$ cat config.mk
export PLATFORM = sky130hd
export DESIGN_NAME = sparse_polynomial_adder
export DESIGN_NICKNAME = d
export VERILOG_FILES = /design/src/hdl/spa_pkg.sv /design/src/hdl/spa_ram.sv /design/src/hdl/spa_seq.sv /design/src/hdl/sparse_polynomial_adder.sv
export SDC_FILE = /design/constraint.sdc
export NUM_CORES = 2
export LEC_CHECK = 0
export ABC_AREA = 1
export BUFFER_PORTS_ARGS = -buffer_cell sky130_fd_sc_hd__clkbuf_2
export CAP_MARGIN = 40
export CORE_ASPECT_RATIO = 1.5
export CORE_MARGIN = 1
export CORE_UTILIZATION = 30
export DETAILED_ROUTE_END_ITERATION = 16
export MAX_ROUTING_LAYER = met4
export PLACE_DENSITY = 0.45
export SKIP_CTS_REPAIR_TIMING = 1
export SLEW_MARGIN = 15
export SYNTH_ARGS = -nofsm -noshare
export SYNTH_HDL_FRONTEND = slang
export SYNTH_SLANG_ARGS = --single-unit
$ cat constraint.sdc
create_clock -name clk -period 16.4 [get_ports clk]
set_input_delay 2.46 -clock clk [delete_from_list [all_inputs] [get_ports clk]]
set_output_delay 2.46 -clock clk [all_outputs]
set_load 0.01 [all_outputs]
$ cat src/hdl/spa_pkg.sv
// ----------------------------------------------------------------------------
// spa_pkg
// Shared types and constants for the sparse polynomial adder: term store
// geometry, field widths, command codes, sequencer states and RAM write bundle.
// ----------------------------------------------------------------------------
package spa_pkg;

  localparam int MAX_TERMS = 32;
  localparam int IDX_W     = (MAX_TERMS > 1) ? $clog2(MAX_TERMS) : 1;
  localparam int CNT_W     = $clog2(MAX_TERMS + 1);
  localparam int COEF_W    = 32;
  localparam int EXP_W     = 16;
  localparam int SUM_W     = COEF_W + 1;
  localparam int ENTRY_W   = COEF_W + EXP_W;

  typedef enum logic [1:0] {
    CMD_LOAD_A = 2'd0,
    CMD_LOAD_B = 2'd1,
    CMD_START  = 2'd2
  } cmd_t;

  typedef enum logic [1:0] {
    ST_IDLE,
    ST_FETCH,
    ST_MERGE,
    ST_FINISH
  } state_t;

  typedef struct packed {
    logic               we;
    logic [IDX_W-1:0]   addr;
    logic [ENTRY_W-1:0] data;
  } ram_wr_t;

endpackage

$ cat src/hdl/spa_ram.sv
// ----------------------------------------------------------------------------
// spa_ram
// Single term store: one write port, one read port with registered read data.
// ----------------------------------------------------------------------------
module spa_ram (
  input  logic                         clk,
  input  spa_pkg::ram_wr_t             wr,
  input  logic [spa_pkg::IDX_W-1:0]    rd_addr,
  output logic [spa_pkg::ENTRY_W-1:0]  rd_data
);

  logic [spa_pkg::ENTRY_W-1:0] mem [spa_pkg::MAX_TERMS];
  logic [spa_pkg::ENTRY_W-1:0] rd_data_r;

  always_ff @(posedge clk) begin
    if (wr.we) begin
      mem[wr.addr] <= wr.data;
    end
    rd_data_r <= mem[rd_addr];
  end

  assign rd_data = rd_data_r;

endmodule

$ cat src/hdl/spa_seq.sv
// ----------------------------------------------------------------------------
// spa_seq
// Merge sequencer: handles loads, walks both stores with one shared compare
// and add unit, and holds one pending term so the final one can be marked.
// ----------------------------------------------------------------------------
module spa_seq (
  input  logic                               clk,
  input  logic                               rst_n,
  input  logic                               start,
  output logic                               busy,
  input  logic [1:0]                         in_cmd,
  input  logic signed [spa_pkg::COEF_W-1:0]  in_term_coef,
  input  logic [spa_pkg::EXP_W-1:0]          in_term_exp,
  output spa_pkg::ram_wr_t                   wr_a,
  output spa_pkg::ram_wr_t                   wr_b,
  output logic [spa_pkg::IDX_W-1:0]          rd_addr_a,
  output logic [spa_pkg::IDX_W-1:0]          rd_addr_b,
  input  logic [spa_pkg::ENTRY_W-1:0]        rd_data_a,
  input  logic [spa_pkg::ENTRY_W-1:0]        rd_data_b,
  output logic                               out_strobe,
  output logic signed [spa_pkg::SUM_W-1:0]   out_sum_coef,
  output logic [spa_pkg::EXP_W-1:0]          out_sum_exp,
  output logic                               out_term_valid,
  output logic                               out_last_term
);

  spa_pkg::state_t state_r, state_nxt;

  logic [spa_pkg::CNT_W-1:0] cnt_a_r, cnt_a_nxt, cnt_b_r, cnt_b_nxt;
  logic [spa_pkg::CNT_W-1:0] ia_r, ia_nxt, ib_r, ib_nxt;

  logic                             pend_valid_r, pend_valid_nxt;
  logic signed [spa_pkg::SUM_W-1:0] pend_coef_r, pend_coef_nxt;
  logic [spa_pkg::EXP_W-1:0]        pend_exp_r, pend_exp_nxt;

  logic                             strobe_r, strobe_nxt;
  logic signed [spa_pkg::SUM_W-1:0] coef_r, coef_nxt;
  logic [spa_pkg::EXP_W-1:0]        exp_r, exp_nxt;
  logic                             valid_r, valid_nxt;
  logic                             last_r, last_nxt;

  logic                             accept, a_live, b_live, use_a, use_b, emit;
  logic [spa_pkg::EXP_W-1:0]        ea, eb;
  logic signed [spa_pkg::SUM_W-1:0] opa, opb, sum;

  assign accept = start && (state_r == spa_pkg::ST_IDLE);
  assign busy   = (state_r != spa_pkg::ST_IDLE);

  assign a_live = (ia_r < cnt_a_r);
  assign b_live = (ib_r < cnt_b_r);
  assign ea     = rd_data_a[spa_pkg::ENTRY_W-1:spa_pkg::COEF_W];
  assign eb     = rd_data_b[spa_pkg::ENTRY_W-1:spa_pkg::COEF_W];
  assign use_a  = a_live && (!b_live || (ea >= eb));
  assign use_b  = b_live && (!a_live || (eb >= ea));

  assign opa  = use_a ? spa_pkg::SUM_W'(signed'(rd_data_a[spa_pkg::COEF_W-1:0])) : '0;
  assign opb  = use_b ? spa_pkg::SUM_W'(signed'(rd_data_b[spa_pkg::COEF_W-1:0])) : '0;
  assign sum  = opa + opb;
  assign emit = !(use_a && use_b) || (sum != '0);

  assign rd_addr_a = ia_r[spa_pkg::IDX_W-1:0];
  assign rd_addr_b = ib_r[spa_pkg::IDX_W-1:0];

  always_comb begin
    state_nxt = state_r;
    case (state_r)
      spa_pkg::ST_IDLE: begin
        if (accept && (in_cmd == spa_pkg::CMD_START)) begin
          state_nxt = spa_pkg::ST_FETCH;
        end
      end
      spa_pkg::ST_FETCH: begin
        state_nxt = spa_pkg::ST_MERGE;
      end
      spa_pkg::ST_MERGE: begin
        if (!a_live && !b_live) begin
          state_nxt = spa_pkg::ST_FINISH;
        end else begin
          state_nxt = spa_pkg::ST_FETCH;
        end
      end
      spa_pkg::ST_FINISH: begin
        state_nxt = spa_pkg::ST_IDLE;
      end
      default: begin
        state_nxt = spa_pkg::ST_IDLE;
      end
    endcase
  end

  always_comb begin
    cnt_a_nxt      = cnt_a_r;
    cnt_b_nxt      = cnt_b_r;
    ia_nxt         = ia_r;
    ib_nxt         = ib_r;
    pend_valid_nxt = pend_valid_r;
    pend_coef_nxt  = pend_coef_r;
    pend_exp_nxt   = pend_exp_r;
    strobe_nxt     = 1'b0;
    coef_nxt       = coef_r;
    exp_nxt        = exp_r;
    valid_nxt      = valid_r;
    last_nxt       = last_r;
    wr_a.we        = 1'b0;
    wr_a.addr      = cnt_a_r[spa_pkg::IDX_W-1:0];
    wr_a.data      = {in_term_exp, in_term_coef};
    wr_b.we        = 1'b0;
    wr_b.addr      = cnt_b_r[spa_pkg::IDX_W-1:0];
    wr_b.data      = {in_term_exp, in_term_coef};
    case (state_r)
      spa_pkg::ST_IDLE: begin
        if (accept) begin
          if (in_cmd == spa_pkg::CMD_LOAD_A) begin
            if (cnt_a_r < spa_pkg::CNT_W'(spa_pkg::MAX_TERMS)) begin
              wr_a.we   = 1'b1;
              cnt_a_nxt = cnt_a_r + 1'b1;
            end
          end else if (in_cmd == spa_pkg::CMD_LOAD_B) begin
            if (cnt_b_r < spa_pkg::CNT_W'(spa_pkg::MAX_TERMS)) begin
              wr_b.we   = 1'b1;
              cnt_b_nxt = cnt_b_r + 1'b1;
            end
          end else if (in_cmd == spa_pkg::CMD_START) begin
            ia_nxt         = '0;
            ib_nxt         = '0;
            pend_valid_nxt = 1'b0;
          end
        end
      end
      spa_pkg::ST_FETCH: begin
      end
      spa_pkg::ST_MERGE: begin
        if (use_a) begin
          ia_nxt = ia_r + 1'b1;
        end
        if (use_b) begin
          ib_nxt = ib_r + 1'b1;
        end
        if ((a_live || b_live) && emit) begin
          if (pend_valid_r) begin
            strobe_nxt = 1'b1;
            coef_nxt   = pend_coef_r;
            exp_nxt    = pend_exp_r;
            valid_nxt  = 1'b1;
            last_nxt   = 1'b0;
          end
          pend_valid_nxt = 1'b1;
          pend_coef_nxt  = sum;
          pend_exp_nxt   = use_a ? ea : eb;
        end
      end
      spa_pkg::ST_FINISH: begin
        strobe_nxt     = 1'b1;
        coef_nxt       = pend_valid_r ? pend_coef_r : '0;
        exp_nxt        = pend_valid_r ? pend_exp_r : '0;
        valid_nxt      = pend_valid_r;
        last_nxt       = 1'b1;
        pend_valid_nxt = 1'b0;
        cnt_a_nxt      = '0;
        cnt_b_nxt      = '0;
      end
      default: begin
      end
    endcase
  end

  always_ff @(posedge clk) begin
    if (!rst_n) begin
      state_r      <= spa_pkg::ST_IDLE;
      cnt_a_r      <= '0;
      cnt_b_r      <= '0;
      ia_r         <= '0;
      ib_r         <= '0;
      pend_valid_r <= 1'b0;
      strobe_r     <= 1'b0;
    end else begin
      state_r      <= state_nxt;
      cnt_a_r      <= cnt_a_nxt;
      cnt_b_r      <= cnt_b_nxt;
      ia_r         <= ia_nxt;
      ib_r         <= ib_nxt;
      pend_valid_r <= pend_valid_nxt;
      strobe_r     <= strobe_nxt;
    end
    pend_coef_r <= pend_coef_nxt;
    pend_exp_r  <= pend_exp_nxt;
    coef_r      <= coef_nxt;
    exp_r       <= exp_nxt;
    valid_r     <= valid_nxt;
    last_r      <= last_nxt;
  end

  assign out_strobe     = strobe_r;
  assign out_sum_coef   = coef_r;
  assign out_sum_exp    = exp_r;
  assign out_term_valid = valid_r;
  assign out_last_term  = last_r;

endmodule

$ cat src/hdl/sparse_polynomial_adder.sv
// ----------------------------------------------------------------------------
// sparse_polynomial_adder
// Adds two sparse polynomials held in two term stores by a sequential merge.
// ----------------------------------------------------------------------------
// A load transaction (cmd 0 into A, cmd 1 into B) stores one term; terms past
// 32 per store are dropped. A start transaction (cmd 2) keeps busy high
// through its merge steps, of which there are at most count_a+count_b; each
// step passes through ST_FETCH for the registered store read and then
// ST_MERGE for the shared compare and add unit. Results leave on out_strobe,
// one cycle each, at most one per step, and cannot be held off; the final
// one carries out_last_term and appears in the same cycle as busy falls. An
// empty sum gives a single result with out_term_valid low. Both stores are
// empty afterwards. Unused command codes are ignored.
// ----------------------------------------------------------------------------
module sparse_polynomial_adder (
  input  logic                               clk,
  input  logic                               rst_n,
  input  logic                               start,
  output logic                               busy,
  input  logic [1:0]                         in_cmd,
  input  logic signed [spa_pkg::COEF_W-1:0]  in_term_coef,
  input  logic [spa_pkg::EXP_W-1:0]          in_term_exp,
  output logic                               out_strobe,
  output logic signed [spa_pkg::SUM_W-1:0]   out_sum_coef,
  output logic [spa_pkg::EXP_W-1:0]          out_sum_exp,
  output logic                               out_term_valid,
  output logic                               out_last_term
);

  spa_pkg::ram_wr_t              wr_a, wr_b;
  logic [spa_pkg::IDX_W-1:0]     rd_addr_a, rd_addr_b;
  logic [spa_pkg::ENTRY_W-1:0]   rd_data_a, rd_data_b;

  spa_ram u_store_a (
    .clk     (clk),
    .wr      (wr_a),
    .rd_addr (rd_addr_a),
    .rd_data (rd_data_a)
  );

  spa_ram u_store_b (
    .clk     (clk),
    .wr      (wr_b),
    .rd_addr (rd_addr_b),
    .rd_data (rd_data_b)
  );

  spa_seq u_seq (
    .clk            (clk),
    .rst_n          (rst_n),
    .start          (start),
    .busy           (busy),
    .in_cmd         (in_cmd),
    .in_term_coef   (in_term_coef),
    .in_term_exp    (in_term_exp),
    .wr_a           (wr_a),
    .wr_b           (wr_b),
    .rd_addr_a      (rd_addr_a),
    .rd_addr_b      (rd_addr_b),
    .rd_data_a      (rd_data_a),
    .rd_data_b      (rd_data_b),
    .out_strobe     (out_strobe),
    .out_sum_coef   (out_sum_coef),
    .out_sum_exp    (out_sum_exp),
    .out_term_valid (out_term_valid),
    .out_last_term  (out_last_term)
  );

endmodule

## After elaboration in Yosys (flattened, before gate mapping)

Memories as Yosys holds them, arrays and structs flattened. A register that Yosys moved wholly into a read port is not among the register bits.
Index checks and enable logic that the tools add are counted.

- Flip-flop bits (word level): 128
- Memory bits (writable): 3,072
- Input port bits: 53
- Output and inout bits: 53
- Word-level logic and storage cells: 132
- Memories kept: 2

Memory list:

| name | words | width | rd ports | clocked after Yosys merged registers in | wr ports | line | source |
|---|---|---|---|---|---|---|---|
| u_store_a.mem | 32 | 48 | 1 | 1 | 1 | spa_ram.sv:12 | `logic [spa_pkg::ENTRY_W-1:0] mem [spa_pkg::MAX_TERMS];` |
| u_store_b.mem | 32 | 48 | 1 | 1 | 1 | spa_ram.sv:12 |  |

- $add $sub $neg: 5
- Order comparisons: 6
- Eq/ne operators: 18
- Multiplexer cells: 59
- Reduce and logical (&&, ||, !) cells: 29

Operators by type and width:

| cell | number |
|---|---|
| $mux 33 | 5 |
| $mux 6 | 13 |
| $pmux 33 s2 | 1 |
| $mux 16 | 4 |
| $pmux 6 s2 | 4 |
| $add 33x33->33 | 1 |
| $reduce_bool 33->1 | 1 |
| $ge 16x16->1 | 2 |
| $pmux 16 s2 | 1 |
| $add 6x1->6 const B | 4 |
| $mux 1 | 24 |
| $reduce_and 6->1 | 3 |
| $ne 2x2->1 const B | 8 |
| $lt 6x6->1 | 2 |
| $lt 6x6->1 const B | 2 |
| $ne 2x1->1 const B | 5 |
| $pmux 2 s4 | 1 |
| $reduce_bool 2->1 | 4 |
| $logic_and 1x1->1 | 7 |
| $eq 2x2->1 const B | 3 |
| $pmux 1 s2 | 3 |
| $reduce_and 5->1 | 1 |
| $eq 2x1->1 const B | 2 |
| $logic_not 2->1 | 2 |
| other kinds (8) | 14 |

## Logic depth before layout (Yosys ltp)

- Word-level depth: 11
- Gate-level depth with buffers: 33
- Gate-level depth less buffers: 32

## Hierarchy

Synthesis repeated with hierarchy kept, for this count alone.

- Cells, all modules: 11,951
- Area total of the unflattened synthesis: 135,835.3 um2

By module, submodules not included:

| module | times used | cells each | area each (um2) |
|---|---|---|---|
| spa_ram at u_store_a | 1 | 5,279 | 62,969.1 |
| spa_ram at u_store_b | 1 | 5,279 | 62,966.6 |
| spa_seq | 1 | 1,393 | 9,899.5 |

## Worst setup path before layout

OpenSTA, ideal clock, no wires.

- Path type: input to register
- Start: input port start
- End: memory u_store_a.mem[15][0] in the netlist's numbering, enable pin
- Arrival time: 6.529 ns
- Data required time: 15.887 ns
- Setup slack: 9.358 ns
- Stages on the path: 8
- Cell sequence: inv_1 -> nor2_1 -> inv_2 -> nor4_4 -> nand2_2 -> nor2_1 -> inv_1 -> nor3_1

- Longest elaborated chain between the ends: 5

Ends and longest elaborated chain:

| what | line | source |
|---|---|---|
| start: declaration | sparse_polynomial_adder.sv:18 | `input logic start,` |
| $logic_and 1x1->1 | spa_seq.sv:46 | `assign accept = start && (state_r == spa_pkg::ST_IDLE);` |
| $mux 1 | spa_seq.sv:112 | `if (accept) begin` |
| $mux 1 | spa_seq.sv:110 | `case (state_r)` |
| $mux 1 | spa_ram.sv:16 | `if (wr.we) begin` |
| $mux 1 (not written as such) | spa_ram.sv:17 | `mem[wr.addr] <= wr.data;` |
| end: declaration | spa_ram.sv:12 |  |

Every way passes these cells.

## Worst setup path in the final report

- Start: register u_seq.ia_r[0] in the netlist's numbering
- End: register u_seq.pend_coef_r[27] in the netlist's numbering, enable pin

- Longest elaborated chain between the ends: 10
- Elaborated cells on any way between the ends: 15

Ends and longest elaborated chain:

| what | line | source |
|---|---|---|
| start: declaration | spa_seq.sv:30 | `logic [spa_pkg::CNT_W-1:0] ia_r, ia_nxt, ib_r, ib_nxt;` |
| start signal: assignment | spa_seq.sv:180 | `ia_r <= ia_nxt;` |
| $lt 6x6->1 (*) | spa_seq.sv:49 | `assign a_live = (ia_r < cnt_a_r);` |
| $logic_not 1->1 | spa_seq.sv:54 | `assign use_b = b_live && (!a_live \|\| (eb >= ea));` |
| $logic_or 1x1->1 | spa_seq.sv:54 |  |
| $logic_and 1x1->1 | spa_seq.sv:54 |  |
| $mux 33 | spa_seq.sv:57 | `assign opb = use_b ? spa_pkg::SUM_W'(signed'(rd_data_b[spa_pkg::COEF_W-1:0])) : '0;` |
| $add 33x33->33 (*) | spa_seq.sv:58 | `assign sum = opa + opb;` |
| net u_seq.sum, one bit | spa_seq.sv:44 | `logic signed [spa_pkg::SUM_W-1:0] opa, opb, sum;` |
| $reduce_bool 33->1 (*) | spa_seq.sv:59 | `assign emit = !(use_a && use_b) \|\| (sum != '0);` |
| $logic_or 1x1->1 (*) | spa_seq.sv:59 |  |
| $logic_and 1x1->1 (*) | spa_seq.sv:139 | `if ((a_live \|\| b_live) && emit) begin` |
| $reduce_and 2->1 (no line) (*) | n/a |  |
| end signal: assignment | spa_seq.sv:185 | `pend_coef_r <= pend_coef_nxt;` |
| end: declaration | spa_seq.sv:33 | `logic signed [spa_pkg::SUM_W-1:0] pend_coef_r, pend_coef_nxt;` |

Mark *: on every way through the listed nets, which the timed path passes. The rest lies on a longest branch.
A chain may end at the register's enable or synchronous reset.

==> flow_metrics.py <==
metrics = {
    "worst_setup_path": {
        "max_stage_delay_ns": 0.86,
        "reg2reg_depth": 27,
        "end_kind": "flop",
        "crit_buf_inv": 5,
        "cp.arrival_ns": 6.53,
        "critPathMaxFanout": 67,
        "crit_cells": 27,
        "required_ns": 17.03,
        "cp_top_family": "simple AND/OR/NAND/NOR gates",
        "cpMaxStageDelayCell": "dfxtp_4",
        "crit_top_cell": "nand2_1",
        "critPathKind": "reg -> reg",
        "crit_path_start_kind": "flop",
    },
    "power_and_ir_drop": {
        "finalPower_mw": 17.9,
        "power.leakage_nw": 48.6,
        "power.density_nw_per_um2": 120,
        "ir_drop_mv": 0.0821,
    },
    "yosys": {
        "synthMuxAreaShare_pct": 0,
        "syn_nets": 10100,
        "netlist_instances": 9969,
        "synth_area_leaders": "edfxtp_1 (73%), o21ai_0 (6.1%), nor2_1 (5.1%), o22ai_1 (2.3%), nand2_1 (2.0%)",
        "ys_seq_area_share_pct": 75.4,
        "synth_top_cell_area_share_pct": 73.5,
        "syn_avg_cell_area_um2": 13.0,
        "synth_flop_cell": "edfxtp_1",
        "synth_compound_area_share_pct": 11.5,
        "yosys.area_share.xor_xnor_pct": 0.0405,
        "synthSimpleGateAreaFrac_pct": 9.19,
        "yosysTopAreaCell": "edfxtp_1",
        "async_flop_share_pct": 0,
        "synth_fa_ha_area_share_pct": 0.672,
        "synth_area_um2": 130000,
        "synth_edf_count": 3172,
        "yosys_register_bits": 3296,
        "yosys.cell_types.count": 43,
        "synth_top_family_by_area": "compound AO/OA/AOI/OAI gates",
        "synth_warnings": 0,
    },
    "placed_design": {
        "gp_congestion": 0.830,
        "io_buffers": 105,
        "dp.final_hpwl_um": 253000,
    },
    "detailed_routing": {
        "ant_nets": 0,
        "drc": 0,
        "drt-pass1-iter-count": 6,
        "wl_per_cell_um": 27.1,
        "post_drt_via_cell_ratio": 5.19,
        "drt_iter0_drc": 7734,
        "num_vias": 82700,
        "totalWireLength_um": 433000,
    },
    "sta": {
        "max_freq_mhz": 170,
        "finalSetupViolations": 0,
        "maxSlewViolCount": 0,
        "fin_setup_tns_ns": 0,
        "rsz0062_at_grt": "false",
        "skew_ns": 0.0493,
        "hold_ws_ns": 0.510,
        "slew_headroom_pct": 36.5,
        "worstMarginPinSlew_ns": 0.952,
        "hold_viol": 0,
        "post-route-period-util_pct": 36.0,
        "fin_crit_ns": 5.90,
    },
    "cts": {
        "clockBufferDepth": 4,
        "numCtsBuffers": 323,
        "path_clk_slew_ns": 0.06,
        "cts_tree": "done",
        "htree_levels": 5,
        "cts.sinks": 3296,
        "cts-root-buf": "clkbuf_16",
        "clock_latency_ns": 0.92,
    },
    "job": {
        "drv_cap": 0,
    },
    "floorplan": {
        "die_w_um": 539,
        "coreArea_um2": 430000,
        "die_h_um": 807,
        "rows": 295,
        "dieArea_um2": 435000,
        "start_util_pct": 30.1,
        "pin_count": 106,
    },
    "final_layout": {
        "final_cell_mix": "edfxtp_1 (3172), nor2_1 (1715), o21ai_0 (1573)",
        "drive_above_1_share_pct": 9.84,
        "fin_util_pct": 34.6,
        "multi_input_area_um2": 28300,
        "ff_latch_area_um2": 97800,
        "syn2layout_area_growth_pct": 14.9,
        "finalNetCount": 10200,
        "fill_cells": 41900,
        "final_common_cell": "edfxtp_1",
    },
    "global_route": {
        "grt_max_degree": 180,
        "grt_usage_pct": 20.0,
        "grt_pass1_vias": 82100,
        "gr-total-overflow": 0,
        "antenna_found_initial": 29,
        "grt_pass1_wl_um": 613000,
    },
    "worst_hold_path": {
        "hold_class": "reg -> reg",
        "hold_depth": 2,
    },
    "outcome": {
        "outcome": "finished, final reports clean",
    },
}
## worst min-delay path, cell delays in order, from the launching register on
cell and delay, ns:
dfxtp_1 0.34, nand2_1 0.07, a21oi_1 0.05
## through the flow
step                      setup slack (ns)  instance area [µm²]  cells
after global placement                9.60               137000  15300
after global routing                 10.04               149000  15900
final                                10.50               149000  15900
after CTS                             9.95               149000  15900
after floorplan                       9.36               130000   9969
after detailed placement              9.98               138000  15300
## report_power, final
| part | leakage (nW) | switching, mW | internal (mW) | total, mW |
|---|---|---|---|---|
| logic | 13.9 | 0.830 | 0.277 | 1.11 |
| clock network | 5.12 | 3.27 | 4.26 | 7.53 |
| registers | 29.6 | 0.0280 | 9.27 | 9.30 |
| total | 48.6 | 4.12 | 13.8 | 17.9 |
## state kept, by name, indices dropped and copies added (netlist names)
| signal | cells |
|---|---|
| u_seq.cnt_a_r | 6 |
| u_seq.cnt_b_r | 6 |
| u_seq.ia_r | 6 |
| u_seq.ib_r | 6 |
| u_seq.out_last_term | 1 |
| u_seq.out_strobe | 1 |
| u_seq.out_sum_coef | 33 |
| u_seq.out_sum_exp | 16 |
| u_seq.out_term_valid | 1 |
| u_seq.pend_coef_r | 33 |
| u_seq.pend_exp_r | 16 |
| u_seq.pend_valid_r | 1 |
| u_seq.state_r | 2 |
| u_store_a.mem | 1536 |
| u_store_a.rd_data | 48 |
| u_store_b.mem | 1536 |
| u_store_b.rd_data | 48 |
## Yosys cell counts (all sizes together), types with 59 or more instances
master,instances
a21oi,59
buf,146
clkbuf,504
dfxtp,124
edfxtp,3172
ha,68
inv,422
nand2,732
nand3,263
nand4,110
nor2,1794
o211ai,86
o21ai,1664
o221ai,298
o22ai,470
## layer usage
layer | wire length, µm | vias to the layer above | GRT usage, % | share of wire, %
li1 | - | 36900 | - | -
met1 | 173000 | 42700 | 23.6 | 40
met2 | 228000 | 2392 | 35.9 | 53
met3 | 19800 | 630 | 2.03 | 4.6
met4 | 12700 | 0 | 5.64 | 2.9
met5 | 0 | - | - | 0
## final timing paths
check / from / endpoint / slack, ns
max: u_seq.ia_r[0] / u_seq.pend_coef_r[27] / 10.50
min: u_seq.ib_r[5] / u_seq.ib_r[5] / 0.51
max reg2reg: u_seq.ia_r[0] / u_seq.pend_coef_r[27] / 10.50
min reg2reg: u_seq.ib_r[5] / u_seq.ib_r[5] / 0.51
## layout make-up
| type | count | share of cell area (%) |
|---|---|---|
| Clock inverter | 180 | 1.19 |
| Multi-Input combinational cell | 5599 | 19.0 |
| Clock buffer | 402 | 5.82 |
| Tap cell | 5643 | 4.74 |
| Timing Repair Buffer | 385 | 2.53 |
| Antenna cell | 15 | 0.0252 |
| Sequential cell | 3296 | 65.6 |
| Inverter | 424 | 1.11 |
## cells by family after synthesis
logic type,after synthesis
AND/OR/NAND/NOR,2937
XOR/XNOR,6
buffers and inverters,1074
AO/OA/AOI/OAI,2587
adder cells (fa/ha/maj),69
flip-flops,3296
(Power assumes the default switching activity.)
